File: src/rtl/trcc_pkg.sv
// Shared types, constants and character mapping functions for the two-rotor character cipher.
package trcc_pkg;

	localparam int ROTOR_ENTRIES = 28;
	localparam int IDX_W         = 5;
	localparam int CHAR_W        = 8;

	localparam logic [1:0] OP_LOAD_A = 2'd0;
	localparam logic [1:0] OP_LOAD_B = 2'd1;
	localparam logic [1:0] OP_CODE   = 2'd2;

	localparam logic [IDX_W-1:0] IDX_SPACE  = IDX_W'(26);
	localparam logic [IDX_W-1:0] IDX_PERIOD = IDX_W'(27);
	localparam logic [IDX_W-1:0] IDX_LAST   = IDX_W'(ROTOR_ENTRIES - 1);
	localparam logic [IDX_W:0]   ENTRIES_W  = (IDX_W+1)'(ROTOR_ENTRIES);

	localparam logic [CHAR_W-1:0] CHAR_NEWLINE  = 8'd10;
	localparam logic [CHAR_W-1:0] CHAR_SPACE    = 8'd32;
	localparam logic [CHAR_W-1:0] CHAR_PERIOD   = 8'd46;
	localparam logic [CHAR_W-1:0] CHAR_UPPER_A  = 8'd65;
	localparam logic [CHAR_W-1:0] CHAR_UPPER_Z  = 8'd90;
	localparam logic [CHAR_W-1:0] CHAR_LOWER_A  = 8'd97;
	localparam logic [CHAR_W-1:0] CHAR_LOWER_Z  = 8'd122;
	localparam logic [CHAR_W-1:0] CODE_NO_MATCH = 8'd93;

	typedef struct packed {
		logic [1:0]        opcode;
		logic [IDX_W-1:0]  entry_index;
		logic [CHAR_W-1:0] entry_value;
		logic [CHAR_W-1:0] char_in;
	} req_t;

	typedef struct packed {
		logic [CHAR_W-1:0] char_out;
		logic              bad_char;
		logic              no_match;
	} rsp_t;

	typedef enum logic [3:0] {
		ST_IDLE = 4'b0001,
		ST_VAL  = 4'b0010,
		ST_SCAN = 4'b0100,
		ST_EMIT = 4'b1000
	} state_t;

	typedef struct packed {
		logic take;
		logic start;
		logic step;
		logic emit;
	} cmd_t;

	typedef struct packed {
		logic is_code;
		logic sym_ok;
		logic match;
		logic last;
		logic slot_free;
	} status_t;

	function automatic logic is_upper(input logic [CHAR_W-1:0] c);
		return (c >= CHAR_UPPER_A) && (c <= CHAR_UPPER_Z);
	endfunction

	function automatic logic is_lower(input logic [CHAR_W-1:0] c);
		return (c >= CHAR_LOWER_A) && (c <= CHAR_LOWER_Z);
	endfunction

	function automatic logic sym_ok(input logic [CHAR_W-1:0] c);
		return is_upper(c) || is_lower(c) || (c == CHAR_SPACE) || (c == CHAR_PERIOD);
	endfunction

	function automatic logic [IDX_W-1:0] sym_index(input logic [CHAR_W-1:0] c);
		logic [CHAR_W-1:0] d;
		d = '0;
		if (is_lower(c)) begin
			d = c - CHAR_LOWER_A;
		end else if (is_upper(c)) begin
			d = c - CHAR_UPPER_A;
		end else if (c == CHAR_SPACE) begin
			d = CHAR_W'(IDX_SPACE);
		end else begin
			d = CHAR_W'(IDX_PERIOD);
		end
		return d[IDX_W-1:0];
	endfunction

	function automatic logic [CHAR_W-1:0] sym_char(input logic [IDX_W-1:0] idx);
		logic [CHAR_W-1:0] c;
		if (idx == IDX_SPACE) begin
			c = CHAR_SPACE;
		end else if (idx == IDX_PERIOD) begin
			c = CHAR_PERIOD;
		end else begin
			c = CHAR_W'(idx) + CHAR_UPPER_A;
		end
		return c;
	endfunction

	// (i + p) mod ROTOR_ENTRIES for i, p below ROTOR_ENTRIES.
	function automatic logic [IDX_W-1:0] add_mod(input logic [IDX_W-1:0] i,
			input logic [IDX_W-1:0] p);
		logic [IDX_W:0] s;
		s = {1'b0, i} + {1'b0, p};
		if (s >= ENTRIES_W) begin
			s = s - ENTRIES_W;
		end
		return s[IDX_W-1:0];
	endfunction

	// (i - p) mod ROTOR_ENTRIES for i, p below ROTOR_ENTRIES.
	function automatic logic [IDX_W-1:0] sub_mod(input logic [IDX_W-1:0] i,
			input logic [IDX_W-1:0] p);
		logic [IDX_W:0] s;
		s = {1'b0, i} + ENTRIES_W - {1'b0, p};
		if (s >= ENTRIES_W) begin
			s = s - ENTRIES_W;
		end
		return s[IDX_W-1:0];
	endfunction

endpackage

File: src/rtl/trcc_ram.sv
// Generic single-write, single-read RAM with registered read data.
module trcc_ram #(
	parameter int WIDTH = 8,
	parameter int DEPTH = 28
) (
	input  logic                     clk,
	input  logic                     we,
	input  logic [$clog2(DEPTH)-1:0] waddr,
	input  logic [WIDTH-1:0]         wdata,
	input  logic [$clog2(DEPTH)-1:0] raddr,
	output logic [WIDTH-1:0]         rdata
);

	logic [WIDTH-1:0] mem [DEPTH];

	always_ff @(posedge clk) begin
		if (we) begin
			mem[waddr] <= wdata;
		end
		rdata <= mem[raddr];
	end

endmodule

File: src/rtl/trcc_dp.sv
// Datapath of the two-rotor character cipher: rotor memories, position, scan and result.
module trcc_dp (
	input  logic            clk,
	input  logic            arst_n,
	input  logic            cfg_we,
	input  logic            cfg_wdata,
	input  trcc_pkg::req_t  req_data,
	input  logic            rsp_stall,
	output logic            rsp_valid,
	output trcc_pkg::rsp_t  rsp_data,
	input  trcc_pkg::cmd_t  cmd,
	output trcc_pkg::status_t status
);

	logic                          mode_q;
	logic [trcc_pkg::IDX_W-1:0]    pos_q;
	logic [trcc_pkg::IDX_W-1:0]    idx_q;
	logic [trcc_pkg::IDX_W-1:0]    cnt_q;
	trcc_pkg::rsp_t                res_q;
	trcc_pkg::rsp_t                out_q;
	logic                          out_valid_q;

	logic                          is_load;
	logic                          in_range;
	logic                          we_a;
	logic                          we_b;
	logic [trcc_pkg::IDX_W-1:0]    scan_j;
	logic [trcc_pkg::IDX_W-1:0]    val_addr;
	logic [trcc_pkg::IDX_W-1:0]    scan_addr;
	logic [trcc_pkg::IDX_W-1:0]    raddr_a;
	logic [trcc_pkg::IDX_W-1:0]    raddr_b;
	logic [trcc_pkg::CHAR_W-1:0]   rdata_a;
	logic [trcc_pkg::CHAR_W-1:0]   rdata_b;
	logic                          match;
	logic                          last;

	assign is_load  = (req_data.opcode == trcc_pkg::OP_LOAD_A) ||
		(req_data.opcode == trcc_pkg::OP_LOAD_B);
	assign in_range = req_data.entry_index <= trcc_pkg::IDX_LAST;
	assign we_a     = cmd.take && in_range && (req_data.opcode == trcc_pkg::OP_LOAD_A);
	assign we_b     = cmd.take && in_range && (req_data.opcode == trcc_pkg::OP_LOAD_B);

	assign scan_j    = (cmd.start || last) ? '0 : cnt_q + 1'b1;
	assign val_addr  = mode_q ? trcc_pkg::add_mod(idx_q, pos_q)
		: trcc_pkg::sub_mod(idx_q, pos_q);
	assign scan_addr = mode_q ? trcc_pkg::sub_mod(scan_j, pos_q)
		: trcc_pkg::add_mod(scan_j, pos_q);
	assign raddr_a   = mode_q ? scan_addr : val_addr;
	assign raddr_b   = mode_q ? val_addr : scan_addr;

	assign match = rdata_a == rdata_b;
	assign last  = cnt_q == trcc_pkg::IDX_LAST;

	trcc_ram #(
		.WIDTH (trcc_pkg::CHAR_W),
		.DEPTH (trcc_pkg::ROTOR_ENTRIES)
	) u_rotor_a (
		.clk   (clk),
		.we    (we_a),
		.waddr (req_data.entry_index),
		.wdata (req_data.entry_value),
		.raddr (raddr_a),
		.rdata (rdata_a)
	);

	trcc_ram #(
		.WIDTH (trcc_pkg::CHAR_W),
		.DEPTH (trcc_pkg::ROTOR_ENTRIES)
	) u_rotor_b (
		.clk   (clk),
		.we    (we_b),
		.waddr (req_data.entry_index),
		.wdata (req_data.entry_value),
		.raddr (raddr_b),
		.rdata (rdata_b)
	);

	always_ff @(posedge clk or negedge arst_n) begin
		if (!arst_n) begin
			mode_q      <= 1'b0;
			pos_q       <= '0;
			out_valid_q <= 1'b0;
		end else begin
			if (cfg_we) begin
				mode_q <= cfg_wdata;
			end
			if (cmd.take && is_load) begin
				pos_q <= '0;
			end else if (cmd.step && (match || last)) begin
				pos_q <= (pos_q == trcc_pkg::IDX_LAST) ? '0 : pos_q + 1'b1;
			end
			if (cmd.emit) begin
				out_valid_q <= 1'b1;
			end else if (!rsp_stall) begin
				out_valid_q <= 1'b0;
			end
		end
	end

	always_ff @(posedge clk) begin
		if (cmd.take) begin
			idx_q          <= trcc_pkg::sym_index(req_data.char_in);
			res_q.char_out <= req_data.char_in;
			res_q.bad_char <= req_data.char_in != trcc_pkg::CHAR_NEWLINE;
			res_q.no_match <= 1'b0;
		end
		if (cmd.start) begin
			cnt_q <= '0;
		end else if (cmd.step) begin
			if (match) begin
				res_q.char_out <= trcc_pkg::sym_char(cnt_q);
				res_q.bad_char <= 1'b0;
				res_q.no_match <= 1'b0;
			end else if (last) begin
				res_q.char_out <= trcc_pkg::CODE_NO_MATCH;
				res_q.bad_char <= 1'b0;
				res_q.no_match <= 1'b1;
			end else begin
				cnt_q <= cnt_q + 1'b1;
			end
		end
		if (cmd.emit) begin
			out_q <= res_q;
		end
	end

	assign rsp_valid = out_valid_q;
	assign rsp_data  = out_q;

	assign status.is_code   = req_data.opcode == trcc_pkg::OP_CODE;
	assign status.sym_ok    = trcc_pkg::sym_ok(req_data.char_in);
	assign status.match     = match;
	assign status.last      = last;
	assign status.slot_free = !out_valid_q || !rsp_stall;

endmodule

File: src/rtl/trcc_ctrl.sv
// Controller state machine of the two-rotor character cipher.
module trcc_ctrl (
	input  logic              clk,
	input  logic              arst_n,
	input  logic              req_valid,
	output logic              req_stall,
	input  trcc_pkg::status_t status,
	output trcc_pkg::cmd_t    cmd
);

	trcc_pkg::state_t state_q;
	trcc_pkg::state_t state_d;

	always_comb begin
		state_d   = state_q;
		cmd       = '0;
		req_stall = 1'b1;
		unique case (state_q)
			trcc_pkg::ST_IDLE: begin
				req_stall = 1'b0;
				cmd.take  = req_valid;
				if (req_valid && status.is_code) begin
					state_d = status.sym_ok ? trcc_pkg::ST_VAL : trcc_pkg::ST_EMIT;
				end
			end
			trcc_pkg::ST_VAL: begin
				cmd.start = 1'b1;
				state_d   = trcc_pkg::ST_SCAN;
			end
			trcc_pkg::ST_SCAN: begin
				cmd.step = 1'b1;
				if (status.match || status.last) begin
					state_d = trcc_pkg::ST_EMIT;
				end
			end
			trcc_pkg::ST_EMIT: begin
				if (status.slot_free) begin
					cmd.emit = 1'b1;
					state_d  = trcc_pkg::ST_IDLE;
				end
			end
			default: begin
				state_d = trcc_pkg::ST_IDLE;
			end
		endcase
	end

	always_ff @(posedge clk or negedge arst_n) begin
		if (!arst_n) begin
			state_q <= trcc_pkg::ST_IDLE;
		end else begin
			state_q <= state_d;
		end
	end

endmodule

File: src/rtl/two_rotor_char_cipher.sv
// Top level of the two-rotor character cipher: controller, datapath and checks.
//
// Requests arrive on req_valid/req_stall with a req_data payload; a transfer
// takes place at a rising edge where req_valid is high and req_stall is low.
// Opcodes load an entry of rotor A or rotor B, or code one character. Results
// leave on rsp_valid/rsp_stall with rsp_data, one per code request, none for loads.
// decrypt_mode is to be written by the user through cfg_we/cfg_wdata only while
// the block is idle; the block itself does not enforce this. A load clears the
// rotation position. A code request for a letter, space or period is accepted,
// then the rotor value is read, then the other rotor is scanned at one entry a
// cycle up to the first match (at most 28 entries compared), and then the result
// is placed. Newlines and other characters are passed through. The next request
// is taken in the cycle after the result is placed; a result left waiting does
// not hold off further transfers until the next result is ready. While the
// receiver stalls, the result holds and the controller waits before placing a
// new one. Reset clears the mode, the rotation position and the output valid;
// the rotor memories are undefined until loaded.
module two_rotor_char_cipher (
	input  logic           clk,
	input  logic           arst_n,
	input  logic           cfg_we,
	input  logic           cfg_wdata,
	input  logic           req_valid,
	output logic           req_stall,
	input  trcc_pkg::req_t req_data,
	output logic           rsp_valid,
	input  logic           rsp_stall,
	output trcc_pkg::rsp_t rsp_data
);

	trcc_pkg::cmd_t    cmd;
	trcc_pkg::status_t status;

	trcc_ctrl u_ctrl (
		.clk       (clk),
		.arst_n    (arst_n),
		.req_valid (req_valid),
		.req_stall (req_stall),
		.status    (status),
		.cmd       (cmd)
	);

	trcc_dp u_dp (
		.clk       (clk),
		.arst_n    (arst_n),
		.cfg_we    (cfg_we),
		.cfg_wdata (cfg_wdata),
		.req_data  (req_data),
		.rsp_stall (rsp_stall),
		.rsp_valid (rsp_valid),
		.rsp_data  (rsp_data),
		.cmd       (cmd),
		.status    (status)
	);

	assert property (@(posedge clk) disable iff (!arst_n)
		$onehot0({cmd.take, cmd.start, cmd.step, cmd.emit}))
		else $error("More than one controller command in a cycle.");

	assert property (@(posedge clk) disable iff (!arst_n)
		cmd.emit |-> status.slot_free)
		else $error("Result placed over one that has not been transferred.");

	assert property (@(posedge clk) disable iff (!arst_n)
		rsp_valid && rsp_data.no_match |->
			rsp_data.char_out == trcc_pkg::CODE_NO_MATCH && !rsp_data.bad_char)
		else $error("Missing match reported with a wrong character or flag.");

	assert property (@(posedge clk) disable iff (!arst_n)
		cmd.start |=> cmd.step)
		else $error("Rotor read not followed by the scan.");

endmodule

File: config.mk
export PLATFORM = sky130hd
export DESIGN_NAME = two_rotor_char_cipher
export DESIGN_NICKNAME = d
export VERILOG_FILES = /design/src/rtl/trcc_pkg.sv /design/src/rtl/trcc_ram.sv /design/src/rtl/trcc_dp.sv /design/src/rtl/trcc_ctrl.sv /design/src/rtl/two_rotor_char_cipher.sv
export SDC_FILE = /design/constraint.sdc
export NUM_CORES = 1
export LEC_CHECK = 0
export BUFFER_PORTS_ARGS = -buffer_cell sky130_fd_sc_hd__buf_4
export CORE_MARGIN = 4
export CORE_UTILIZATION = 67
export CTS_CLUSTER_SIZE = 30
export DETAILED_ROUTE_END_ITERATION = 8
export MAX_ROUTING_LAYER = met4
export PLACE_DENSITY = 0.84
export REMOVE_ABC_BUFFERS = 1
export SKIP_LAST_GASP = 1
export SLEW_MARGIN = 20
export SYNTH_ARGS = -nofsm -noshare
export SYNTH_HDL_FRONTEND = slang
export SYNTH_SLANG_ARGS = --single-unit
File: constraint.sdc
create_clock -name clk -period 12 [get_ports clk]
set_input_delay 0.6 -clock clk [delete_from_list [all_inputs] [get_ports clk]]
set_output_delay 0.6 -clock clk [all_outputs]
set_load 0.005 [all_outputs]
==> summary.txt <==
Timing
  – RSZ-0062 raised after global routing: no
  – Slew headroom: 35.0%
  – Actual slew at the worst max-slew pin: 0.972 ns
  – Max Clock Freq: 0.201 GHz
  – TNS Setup: 0 ns
  – Final Max Tran Viols: 0
  – Final hold viol count: 0
  – Final setup vio count: 0
  – Fin crit period: 4.97 ns
  – Final Cycle Share: 41.4%
  – Clock Skews: 0.0244 ns

Clock tree
  – H-tree depth: 2
  – CTS Buf Count: 49
  – Clk slew on worst S/H paths: 0.06 ns
  – CTS tree: done
  – Post-CTS setup repair buffer count: 0
  – Clk Latency, worst-skew pair: 0.57 ns
  – Clock sinks: 505
  – Clock Tree Buf Depth: 3
  – Root Buffer: clkbuf_16

Logic synthesis
  – Sequential area share after synthesis: 70.1%
  – Synth Warn #: 0
  – Post-Synth XOR/XNOR Area: 1.08%
  – Synth Area in Compound Gates: 4.20%
  – Area leader, netlist: edfxtp_1
  – Count of different cell masters after synthesis: 67
  – EDFF count, synth: 463
  – Largest family of logic cells by synthesized area: multiplexers
  – Top area cells in the synthesized netlist: edfxtp_1, mux4_2, dfxtp_1
  – FFs w/ async S/R, synth: 2.18%
  – Post-synthesis area per instance: 17.1 µm²
  – Synth Cell Area: 0.0211 mm²
  – Top FF cell, synth: edfxtp_1
  – Post-synthesis simple-gate area fraction: 6.63%
  – Adder-Cell Fraction of Synth Area: 2.63%
  – Post-synthesis mux area share: 13.7%
  – Gate Count Post-Synth: 1234
  – FF+latch count, synth: 505
  – Synth top area share: 65.8%

Setup path
  – Critical path type: reg -> reg
  – Reg2reg end: u_dp.u_rotor_a.rdata[4]
  – Reg2reg setup slack: 7.03 ns
  – Worst Reg-to-Reg Cells: 14
  – Slowest stage delay, CP: 0.73 ns
  – CP max FO: 17
  – CP startpoint kind: flip-flop
  – Slowest CP cell: or4b_2
  – CP cell instances: or4b_2 > nand2_1 > nor2_1 > ha_1 > ha_1 > fa_1 > xor2_1 > ha_1 > and3_1 > o21ai_0 > nand3_1 > nand2_2 > mux2_2 > o211a_1
  – Required time worst endpoint: 12.45 ns
  – Crit. End Element: flip-flop
  – Critical path's most frequent cell: ha_1
  – Reg2reg start: u_ctrl.state_q[3]
  – Crit path DAT: 5.42 ns

Hold path
  – Min-Delay Endpoint: u_dp.mode_q
  – Hold depth: 2
  – Min-Delay Startpoint: cfg_we
  – Min-delay worst type: in -> reg

Routing
  – Via count: 11900
  – 1st-pass router iterations: 8
  – Routed Wire Length: 49000 µm
  – DR WL/cell: 28.5 µm
  – Residual DRC: 0
  – DR iter-0 viols: 1456
  – ANT nets after route: 0
  – Via density: 6.95

Floorplanning
  – Std-Cell Rows: 64
  – Chip height: 186 µm
  – Die area: 0.0344 mm²
  – Effective utilization at floorplan: 68.5%
  – I/O pin total: 41
  – DIE WIDTH: 186 µm
  – Core Box Area: 0.0308 mm²

Status
  – Outcome: complete, no violations

Placement
  – GP Congestion: 0.910
  – IO Port Bufs: 40
  – Post-DP HPWL: 28700 µm
  – Placed cell count: 1630

Job
  – Max_cap viols: 0

Power and ir drop
  – VDD IR max: 0.126 mV
  – Overall power: 4080 µW
  – Pwr/cell area: 174 mW/mm²
  – Leakage: 0.00799 µW

GRT
  – GRT overflow: 0
  – Largest net degree at the start of global routing: 57
  – First-pass GRT wire length: 75000 µm
  – Initial antenna violation count: 0
  – Vias in the first global route: 12000
  – GRT Util Overall: 30.2%

Finish
  – Layout cells sized above 1: 19.6%
  – ANT cells: 0
  – Area added between synthesis and finish: 11.1%
  – Net count, final: 1357
  – Non-filler cells, final: 1720
flip-flops by register name, summed over array words and instances (netlist names), 4 cells and up:
signal,cells
u_dp.res_q,10
u_dp.rsp_data,10
u_ctrl.state_q,4
u_dp.u_rotor_b.mem,224
u_dp.u_rotor_a.rdata,8
u_dp.u_rotor_a.mem,224
u_dp.u_rotor_b.rdata,8
u_dp.idx_q,5
u_dp.pos_q,5
u_dp.cnt_q,5
cell usage after synthesis (all sizes together) (21+ instances only):
| library cell | number |
|---|---|
| buf | 21 |
| clkbuf | 31 |
| dfxtp | 31 |
| edfxtp | 463 |
| ha | 38 |
| inv | 36 |
| mux2i | 29 |
| mux4 | 112 |
| nand2 | 71 |
| nand3 | 36 |
| nor2 | 102 |
| nor3 | 26 |
| o21ai | 33 |
critical path, delay by kind of cell, from the launching register on:
kind | cells | cell delay, ns
AND/OR/NAND/NOR | 6 | 2.24
AO/OA/AOI/OAI | 2 | 0.43
multiplexers | 1 | 0.40
flip-flops | 1 | 0.43
XOR/XNOR | 1 | 0.19
adder cells (fa/ha/maj) | 4 | 1.18
layout make-up:
type	count	area, µm²
sequential	505	14800
inverter	36	135
timing repair buffer	53	400
tap	396	495
fill	1597	7360
clock buffer	67	1330
clock inverter	22	267
multi-input combinational	641	6040
routing by layer:
metal / routed length (µm) / vias to the layer above / GRT usage [%]
met3: 4650 / 158 / 5.43
met5: 0 / - / -
met1: 18800 / 6040 / 42.2
met4: 1740 / 0 / 9.47
li1: - / 4984 / -
met2: 23800 / 766 / 46.9
layout by cell type, fill, tap and decap left out, types with 5 or more instances in the layout:
cell type,netlist,final
a211o_1,10,10
a21oi_1,18,17
a31oi_1,11,11
a32oi_1,11,10
and3_1,7,7
buf_4,0,52
bufinv_16,0,5
clkbuf_1,31,14
clkbuf_16,0,49
clkinv_1,0,5
clkinv_2,0,5
dfrtp_1,10,10
dfxtp_1,31,31
edfxtp_1,463,463
ha_1,38,38
inv_1,34,34
mux2_2,7,7
mux2i_1,29,25
mux4_2,112,112
nand2_1,70,70
nand2b_1,7,7
nand3_1,36,36
nand3b_1,7,7
nor2_1,102,102
nor2b_1,9,9
nor3_1,26,26
nor4_1,5,5
o211a_1,9,9
o21a_1,6,6
o21ai_0,32,32
or3_1,7,7
xnor2_1,9,9
xor2_1,17,17
repair_timing:
action,4_1_cts,5_1_grt
hold endpoints to repair,10,0
endpoints found under the setup margin,0,0
hold buffers,1,0
resized for setup,0,0
worst max-delay path by stage:
| stage | start | slack, ns | depth (start not counted) | end |
|---|---|---|---|---|
| floorplan | u_ctrl.state_q[3] | 3.95 | 11 | u_dp.u_rotor_b.rdata[0] |
| global placement | u_ctrl.state_q[3] | 7.26 | 15 | u_dp.u_rotor_b.rdata[6] |
| detailed placement | u_ctrl.state_q[3] | 7.16 | 14 | u_dp.u_rotor_a.rdata[3] |
| CTS | u_ctrl.state_q[3] | 7.13 | 14 | u_dp.u_rotor_a.rdata[7] |
| global route | u_dp.cnt_q[0] | 6.76 | 15 | u_dp.u_rotor_a.rdata[7] |
| finish | u_ctrl.state_q[3] | 7.03 | 14 | u_dp.u_rotor_a.rdata[4] |
kinds of logic after synthesis:
| logic type | after synthesis |
|---|---|
| AO/OA/AOI/OAI | 128 |
| XOR/XNOR | 26 |
| adder cells (fa/ha/maj) | 42 |
| buffers and inverters | 88 |
| flip-flops | 505 |
| multiplexers | 148 |
| AND/OR/NAND/NOR | 297 |
through the flow:
step	hold slack (ns)	utilization, %	area, µm²	setup slack (ns)
after floorplan	0.304	-	20900	3.95
after global placement	0.415	70.8	21800	7.26
after detailed placement	0.416	70.9	21900	7.16
after CTS	0.236	76.1	23500	7.13
after global routing	0.239	76.1	23500	6.76
final	0.245	76.1	23500	7.03
power breakdown:
group          switching (µW)  internal, µW  leakage, µW
logic                     323           217      0.00265
registers                42.7          1960      0.00457
clock network             644           891     0.000776
Power figures use the tool's default switching activity.
